`config.mk`:
```
export PLATFORM = sky130hd
export DESIGN_NAME = gcd_lcm_unit
export DESIGN_NICKNAME = d
export VERILOG_FILES = /design/src/rtl/glu_pkg.sv /design/src/rtl/gcd_lcm_unit.sv
export SDC_FILE = /design/constraint.sdc
export NUM_CORES = 2
export LEC_CHECK = 0
export BUFFER_PORTS_ARGS = -buffer_cell sky130_fd_sc_hd__buf_2
export CORE_MARGIN = 5
export CORE_UTILIZATION = 35
export CTS_BUF_LIST = sky130_fd_sc_hd__clkbuf_4 sky130_fd_sc_hd__clkbuf_8 sky130_fd_sc_hd__clkbuf_16
export CTS_CLUSTER_DIAMETER = 100
export DETAILED_ROUTE_END_ITERATION = 8
export GPL_ROUTABILITY_DRIVEN = 0
export HOLD_SLACK_MARGIN = 0.02
export PLACE_DENSITY = 0.51
export RECOVER_POWER = 100
export REMOVE_ABC_BUFFERS = 1
export SLEW_MARGIN = 20
export SYNTH_ARGS = -nofsm -noshare
export SYNTH_HDL_FRONTEND = slang
export SYNTH_SLANG_ARGS = --single-unit
```
`constraint.sdc`:
```
create_clock -name clk -period 16.7 [get_ports clk]
set_input_delay 4.175 -clock clk [delete_from_list [all_inputs] [get_ports clk]]
set_output_delay 4.175 -clock clk [all_outputs]
set_load 0.1 [all_outputs]
```
`src/rtl/glu_pkg.sv`:
```
// Package for the GCD/LCM unit: widths, micro-op codes and the control store.
package glu_pkg;

    localparam int OPERAND_WIDTH = 32;
    localparam int IN_W          = 32;
    localparam int DIV_W         = 31;
    localparam int MUL_W         = 62;
    localparam int PROD_W        = 2 * OPERAND_WIDTH;
    localparam int K_W           = $clog2(OPERAND_WIDTH);
    localparam int CNT_W         = $clog2(OPERAND_WIDTH + 1);
    localparam int UPC_W         = 3;

    localparam logic [63:0] WIDE_LIMIT = 64'd2147483647;
    localparam logic [31:0] DIV_LIMIT  = 32'h7FFF_FFFF;

    typedef logic [UPC_W-1:0] upc_t;

    typedef enum logic [2:0] {
        OP_NOP,
        OP_LOAD,
        OP_GCD,
        OP_GFIN,
        OP_DIV,
        OP_MUL,
        OP_EMIT
    } op_t;

    typedef enum logic [2:0] {
        C_NEXT,      // fall through
        C_ALWAYS,    // unconditional jump
        C_NO_IN,     // jump while no beat accepted
        C_ZERO,      // jump if an operand is zero
        C_UNEQUAL,   // jump while gcd operands differ
        C_CNT_MORE,  // jump while division steps remain
        C_OUT_BUSY   // jump while the result register cannot take a beat
    } cond_t;

    typedef struct packed {
        op_t   op;
        cond_t cond;
        upc_t  target;
    } ctrl_word_t;

    localparam upc_t ST_LOAD = 3'd0;
    localparam upc_t ST_ZCHK = 3'd1;
    localparam upc_t ST_GCD  = 3'd2;
    localparam upc_t ST_GFIN = 3'd3;
    localparam upc_t ST_DIV  = 3'd4;
    localparam upc_t ST_MUL  = 3'd5;
    localparam upc_t ST_EMIT = 3'd6;
    localparam upc_t ST_WRAP = 3'd7;

    // Control store: one word per step.
    function automatic ctrl_word_t ucode_rom(input upc_t upc);
        ctrl_word_t w;
        unique case (upc)
            ST_LOAD: w = '{op: OP_LOAD, cond: C_NO_IN,    target: ST_LOAD};
            ST_ZCHK: w = '{op: OP_NOP,  cond: C_ZERO,     target: ST_EMIT};
            ST_GCD:  w = '{op: OP_GCD,  cond: C_UNEQUAL,  target: ST_GCD};
            ST_GFIN: w = '{op: OP_GFIN, cond: C_NEXT,     target: ST_LOAD};
            ST_DIV:  w = '{op: OP_DIV,  cond: C_CNT_MORE, target: ST_DIV};
            ST_MUL:  w = '{op: OP_MUL,  cond: C_NEXT,     target: ST_LOAD};
            ST_EMIT: w = '{op: OP_EMIT, cond: C_OUT_BUSY, target: ST_EMIT};
            ST_WRAP: w = '{op: OP_NOP,  cond: C_ALWAYS,   target: ST_LOAD};
            default: w = '{op: OP_NOP,  cond: C_ALWAYS,   target: ST_LOAD};
        endcase
        return w;
    endfunction

    // Magnitude of the low OPERAND_WIDTH bits read as two's complement.
    function automatic logic [OPERAND_WIDTH-1:0] magnitude(input logic [IN_W-1:0] raw);
        logic [OPERAND_WIDTH-1:0] v;
        v = raw[OPERAND_WIDTH-1:0];
        return v[OPERAND_WIDTH-1] ? (~v + 1'b1) : v;
    endfunction

endpackage

```
`src/rtl/gcd_lcm_unit.sv`:
```
// GCD/LCM unit top level: microcoded sequencer and its datapath.
//
// Takes one beat of two signed operands and returns one beat holding the
// greatest common divisor and the least common multiple of their magnitudes.
// The divisor is found with the binary (Stein) method, one subtract-and-halve
// step a cycle; the multiple is (|a| / gcd) * |b|, using a restoring divider
// that retires one quotient bit a cycle and a single registered multiply.
// An operand of zero gives zero_error with all results zero. The divisor
// saturates at 2^31-1; the multiple is exact, and wide_flag marks one above
// 2^31-1. One beat is in flight at a time: in_stall is low only while the
// sequencer waits at its first step. How long a beat takes is set by the gcd
// loop, which takes one step per bit shed from either operand, and by the
// divider, both driven by the control store in glu_pkg; a zero operand skips
// both. A finished result sits in the output register, so the next beat's gcd
// loop is not held up by a stalled receiver until it has to be emitted.
module gcd_lcm_unit (
    input  logic                          clk,
    input  logic                          rst_n,
    input  logic                          in_valid,
    output logic                          in_stall,
    input  logic signed [glu_pkg::IN_W-1:0] first_value,
    input  logic signed [glu_pkg::IN_W-1:0] second_value,
    output logic                          out_valid,
    input  logic                          out_stall,
    output logic [glu_pkg::DIV_W-1:0]     divisor_result,
    output logic [glu_pkg::MUL_W-1:0]     multiple_result,
    output logic                          wide_flag,
    output logic                          zero_error
);

    localparam int W = glu_pkg::OPERAND_WIDTH;

    // Sequencer
    glu_pkg::upc_t       upc_reg, upc_next;
    glu_pkg::ctrl_word_t uw;
    logic                jump;
    logic                in_fire;
    logic                emit_ok;

    // Datapath
    logic [W-1:0]                a_reg, a_next;
    logic [W-1:0]                b_reg, b_next;
    logic [W-1:0]                x_reg, x_next;
    logic [W-1:0]                y_reg, y_next;
    logic [glu_pkg::K_W-1:0]     k_reg, k_next;
    logic [W-1:0]                g_reg, g_next;
    logic [W-1:0]                rem_reg, rem_next;
    logic [W-1:0]                quo_reg, quo_next;
    logic [glu_pkg::CNT_W-1:0]   cnt_reg, cnt_next;
    logic [glu_pkg::PROD_W-1:0]  prod_reg, prod_next;

    // Result register
    logic                        out_valid_reg, out_valid_next;
    logic [glu_pkg::DIV_W-1:0]   divisor_reg, divisor_next;
    logic [glu_pkg::MUL_W-1:0]   multiple_reg, multiple_next;
    logic                        wide_reg, wide_next;
    logic                        zero_reg, zero_next;

    logic                        any_zero;
    logic [W:0]                  shifted;
    logic [W+1:0]                trial;

    assign uw       = glu_pkg::ucode_rom(upc_reg);
    assign in_stall = (upc_reg != glu_pkg::ST_LOAD);
    assign in_fire  = in_valid && !in_stall;
    assign emit_ok  = !out_valid_reg || !out_stall;
    assign any_zero = (a_reg == '0) || (b_reg == '0);

    assign shifted = {rem_reg, quo_reg[W-1]};
    assign trial   = {1'b0, shifted} - {2'b00, g_reg};

    // Next step: jump to the word's target when its condition holds.
    always_comb
    begin
        unique case (uw.cond)
            glu_pkg::C_NEXT:     jump = 1'b0;
            glu_pkg::C_ALWAYS:   jump = 1'b1;
            glu_pkg::C_NO_IN:    jump = !in_fire;
            glu_pkg::C_ZERO:     jump = any_zero;
            glu_pkg::C_UNEQUAL:  jump = (x_reg != y_reg);
            glu_pkg::C_CNT_MORE: jump = (cnt_reg != glu_pkg::CNT_W'(1));
            glu_pkg::C_OUT_BUSY: jump = !emit_ok;
            default:             jump = 1'b1;
        endcase
        upc_next = jump ? uw.target : upc_reg + 1'b1;
    end

    // Datapath operations selected by the control word.
    always_comb
    begin
        a_next         = a_reg;
        b_next         = b_reg;
        x_next         = x_reg;
        y_next         = y_reg;
        k_next         = k_reg;
        g_next         = g_reg;
        rem_next       = rem_reg;
        quo_next       = quo_reg;
        cnt_next       = cnt_reg;
        prod_next      = prod_reg;
        divisor_next   = divisor_reg;
        multiple_next  = multiple_reg;
        wide_next      = wide_reg;
        zero_next      = zero_reg;
        out_valid_next = out_valid_reg && out_stall;

        unique case (uw.op)
            glu_pkg::OP_NOP:
            begin
            end
            glu_pkg::OP_LOAD:
            begin
                if (in_fire)
                begin
                    a_next = glu_pkg::magnitude(first_value);
                    b_next = glu_pkg::magnitude(second_value);
                    x_next = glu_pkg::magnitude(first_value);
                    y_next = glu_pkg::magnitude(second_value);
                    k_next = '0;
                end
            end
            glu_pkg::OP_GCD:
            begin
                // one Stein step; idle once the operands meet
                if (x_reg != y_reg)
                begin
                    priority if (!x_reg[0] && !y_reg[0])
                    begin
                        x_next = x_reg >> 1;
                        y_next = y_reg >> 1;
                        k_next = k_reg + 1'b1;
                    end
                    else if (!x_reg[0])
                        x_next = x_reg >> 1;
                    else if (!y_reg[0])
                        y_next = y_reg >> 1;
                    else if (x_reg > y_reg)
                        x_next = (x_reg - y_reg) >> 1;
                    else
                        y_next = (y_reg - x_reg) >> 1;
                end
            end
            glu_pkg::OP_GFIN:
            begin
                g_next   = x_reg << k_reg;
                rem_next = '0;
                quo_next = a_reg;
                cnt_next = glu_pkg::CNT_W'(W);
            end
            glu_pkg::OP_DIV:
            begin
                // restoring step: quotient bit enters from the right
                if (!trial[W+1])
                begin
                    rem_next = trial[W-1:0];
                    quo_next = {quo_reg[W-2:0], 1'b1};
                end
                else
                begin
                    rem_next = shifted[W-1:0];
                    quo_next = {quo_reg[W-2:0], 1'b0};
                end
                cnt_next = cnt_reg - 1'b1;
            end
            glu_pkg::OP_MUL:
            begin
                prod_next = glu_pkg::PROD_W'(quo_reg) * glu_pkg::PROD_W'(b_reg);
            end
            glu_pkg::OP_EMIT:
            begin
                if (emit_ok)
                begin
                    out_valid_next = 1'b1;
                    zero_next      = any_zero;
                    if (any_zero)
                    begin
                        divisor_next  = '0;
                        multiple_next = '0;
                        wide_next     = 1'b0;
                    end
                    else
                    begin
                        divisor_next  = (32'(g_reg) > glu_pkg::DIV_LIMIT) ?
                                        '1 : glu_pkg::DIV_W'(g_reg);
                        multiple_next = glu_pkg::MUL_W'(prod_reg);
                        wide_next     = (64'(prod_reg) > glu_pkg::WIDE_LIMIT);
                    end
                end
            end
            default:
            begin
            end
        endcase
    end

    always_ff @(posedge clk or negedge rst_n)
    begin
        if (!rst_n)
        begin
            upc_reg       <= glu_pkg::ST_LOAD;
            out_valid_reg <= 1'b0;
        end
        else
        begin
            upc_reg       <= upc_next;
            out_valid_reg <= out_valid_next;
        end
    end

    always_ff @(posedge clk)
    begin
        a_reg        <= a_next;
        b_reg        <= b_next;
        x_reg        <= x_next;
        y_reg        <= y_next;
        k_reg        <= k_next;
        g_reg        <= g_next;
        rem_reg      <= rem_next;
        quo_reg      <= quo_next;
        cnt_reg      <= cnt_next;
        prod_reg     <= prod_next;
        divisor_reg  <= divisor_next;
        multiple_reg <= multiple_next;
        wide_reg     <= wide_next;
        zero_reg     <= zero_next;
    end

    assign out_valid       = out_valid_reg;
    assign divisor_result  = divisor_reg;
    assign multiple_result = multiple_reg;
    assign wide_flag       = wide_reg;
    assign zero_error      = zero_reg;

endmodule

```
==> metrics <==
DRT Pass-1 Iters 5; failing checks max-capacitance violations, max-slew violations; P_leak 0.02755 uW; nets 7230; initial DRC count 2832; WS Path Type reg -> reg; register area 11930 um^2; Port Buffer Count 164; Worst EP arrival 10.42 ns; Clk pin slew, worst setup/hold paths 0.06 ns; Initial Util 35.25%; Slew Viols, Final 630; CTS max path bufs 3; measured slew at the worst slew-check pin 4.183 ns; max FFs per register 64; cts repair resizes 0; final setup vio count 0; Highest Clock Rate 100.0 MHz; Synth cell types 84; DRC 0; Total Routing Usage GR 20.42%; relative slew slack -178.9%; Post-CTS Hold Buffers 0; final WL 172700 um; Cell Count, Final, Fillers Out 8104; Setup crit end kind register; Fin. Hold Viols 0; Multi-input gate area 39620 um^2; Final Critical Period 9.996 ns; register area share after synthesis 21.06%; dominant synthesized flop cell edfxtp_1; synthesized area 56660 um^2; vias per std cell 5.123; Hold Crit Class reg -> reg; DR vias 41510; final setup TNS 0 ns; clock root buffer master clkbuf_16; Die X-Extent 412.4 um; worst-path fanout max 23; H-Tree Depth 2; fill count 16260; layout cells sized above 1 5.037%; Worst VDD drop 0.07722 mV; clk_skew 0.04708 ns; fin util 38.10%; Clock Latency Late Sink 0.68 ns; unrepaired setup endpoints after global routing false; Sink Count 398; DR WL/cell 21.32 um; Post-Syn Area per Cell 9.576 um^2; grt total ovfl 0; asr flop ratio synth 1.005%; synth warn 0; largest net degree at the start of global routing 72; post-route clock period utilization 59.85%; Critical Path Source Type register; register bit count reported by yosys 398; post-CTS setup buffers 0; Post-synth EDFFs 394; CTS buffer count 52; post-route ant nets 0; Die Footprint 170000 um^2; first-pass GRT wire length 267400 um; Crit path required time 17.12 ns; DIE HEIGHT 412.4 um; MaxCap Viol Count 15; pwr dens 38.73 nW/um^2; antenna violations before repair 13; vias in the first global route 44070; placed insts 7999; CTS tree built; IO Pins 165; Core ar. 160800 um^2; P&R area growth vs syn 8.075%; Post-DP HPWL 127200 um; status finished with violations; Row Count 147; Synth Instances 5917
## path summary, 6_finish.rpt
check	slack (ns)	start	cells past startpoint	endpoint
setup reg to reg	6.70	quo_reg[0]	25	prod_reg[57]
setup / recovery	6.70	quo_reg[0]	25	prod_reg[57]
hold / removal	0.52	prod_reg[10]	1	multiple_result[10]
min in group asynchronous	3.32	rst_n	1	upc_reg[0]
max in group asynchronous	13.14	rst_n	1	upc_reg[1]
hold reg to reg	0.52	prod_reg[10]	1	multiple_result[10]
## where the power goes
group | switching [uW] | internal, uW | leakage, uW | total, uW
combinational | 56.6 | 24.3 | 0.0229 | 80.9
clock | 499 | 701 | 0.000882 | 1200
sequential | 0.0000000000000113 | 1090 | 0.00373 | 1090
## synthesized netlist by cell type (all sizes together), types with 35 or more instances
library cell	count	area [um^2]
inv	1014	3806
fa	899	18000
and2	648	4054
nand2	630	2365
edfxtp	394	11830
ha	370	4629
clkbuf	310	1164
nor2	290	1089
a21oi	235	1176
o21ai	150	750.7
xnor2	140	1226
a21o	80	600.6
mux2i	73	730.7
xor2	62	543.0
nand3	56	280.3
mux2	42	473.0
nor4	35	234.0
## critical path, stage by stage, from the launching register on
cell and delay [ns]:
edfxtp_1 0.32, clkbuf_1 0.75, clkbuf_1 1.22, and2_0 0.26
ha_1 0.19, fa_1 0.42, ha_1 0.29, inv_1 0.04
fa_1 0.47, inv_1 0.04, ha_1 0.27, ha_1 0.30
fa_1 0.50, fa_1 0.42, ha_1 0.36, a21oi_1 0.18
nand2_1 0.06, o21ai_0 0.80, o2111ai_1 0.27, a211oi_1 1.06
o41ai_1 0.19, clkbuf_1 0.26, a41oi_1 0.38, o21ai_0 0.28
a41oi_1 0.32, xnor2_1 0.08
## final cells by class
class	instances	area share, %
Multi-Input combinational cell	4168	64.69
Sequential cell	398	19.48
Inverter	1015	6.221
Tap cell	2160	4.413
Clock buffer	57	2.196
Timing Repair Buffer	258	2.168
Clock inverter	40	0.7907
Antenna cell	8	0.03269
## cells by family after synthesis
family                   after synthesis  share of synthesized area (%)
buffers and inverters               1351                          8.994
AND/OR/NAND/NOR                     1847                          16.34
AO/OA/AOI/OAI                        729                          8.194
XOR/XNOR                             202                          3.122
adder cells (fa/ha/maj)             1269                          39.93
multiplexers                         121                          2.363
flip-flops                           398                          21.06
## per-layer routing
metal  wire length, um  up-vias  GRT usage [%]
met2             80050     1287          33.47
met3             11360      249          3.446
met1             75750    21240          27.93
met4              5540        6          5.804
met5                41        -              0
li1                  -    18730              -
## cells in the final DEF (no fill, tap or decap), types with 76 or more instances in the layout
| cell | count |
|---|---|
| inv_1 | 1014 |
| fa_1 | 899 |
| nand2_1 | 629 |
| and2_1 | 604 |
| edfxtp_1 | 394 |
| ha_1 | 370 |
| nor2_1 | 289 |
| a21oi_1 | 235 |
| o21ai_0 | 149 |
| xnor2_1 | 140 |
| clkbuf_1 | 123 |
| a21o_1 | 80 |
| buf_4 | 76 |
## per-stage QoR
step | area, um^2 | setup slack, ns | total power [uW] | hold WS (ns)
2_1_floorplan | 55380 | 2.919 | 1146 | 0.4967
3_3_place_gp | 59660 | 7.942 | 1191 | 0.5014
3_5_place_dp | 59690 | 7.835 | 1192 | 0.5014
4_1_cts | 61520 | 7.800 | 2408 | 0.5189
5_1_grt | 61230 | 6.214 | 2450 | 0.5296
6_report | 61240 | 6.705 | 2372 | 0.5189
Note: power is estimated with default switching activity, not from simulation.
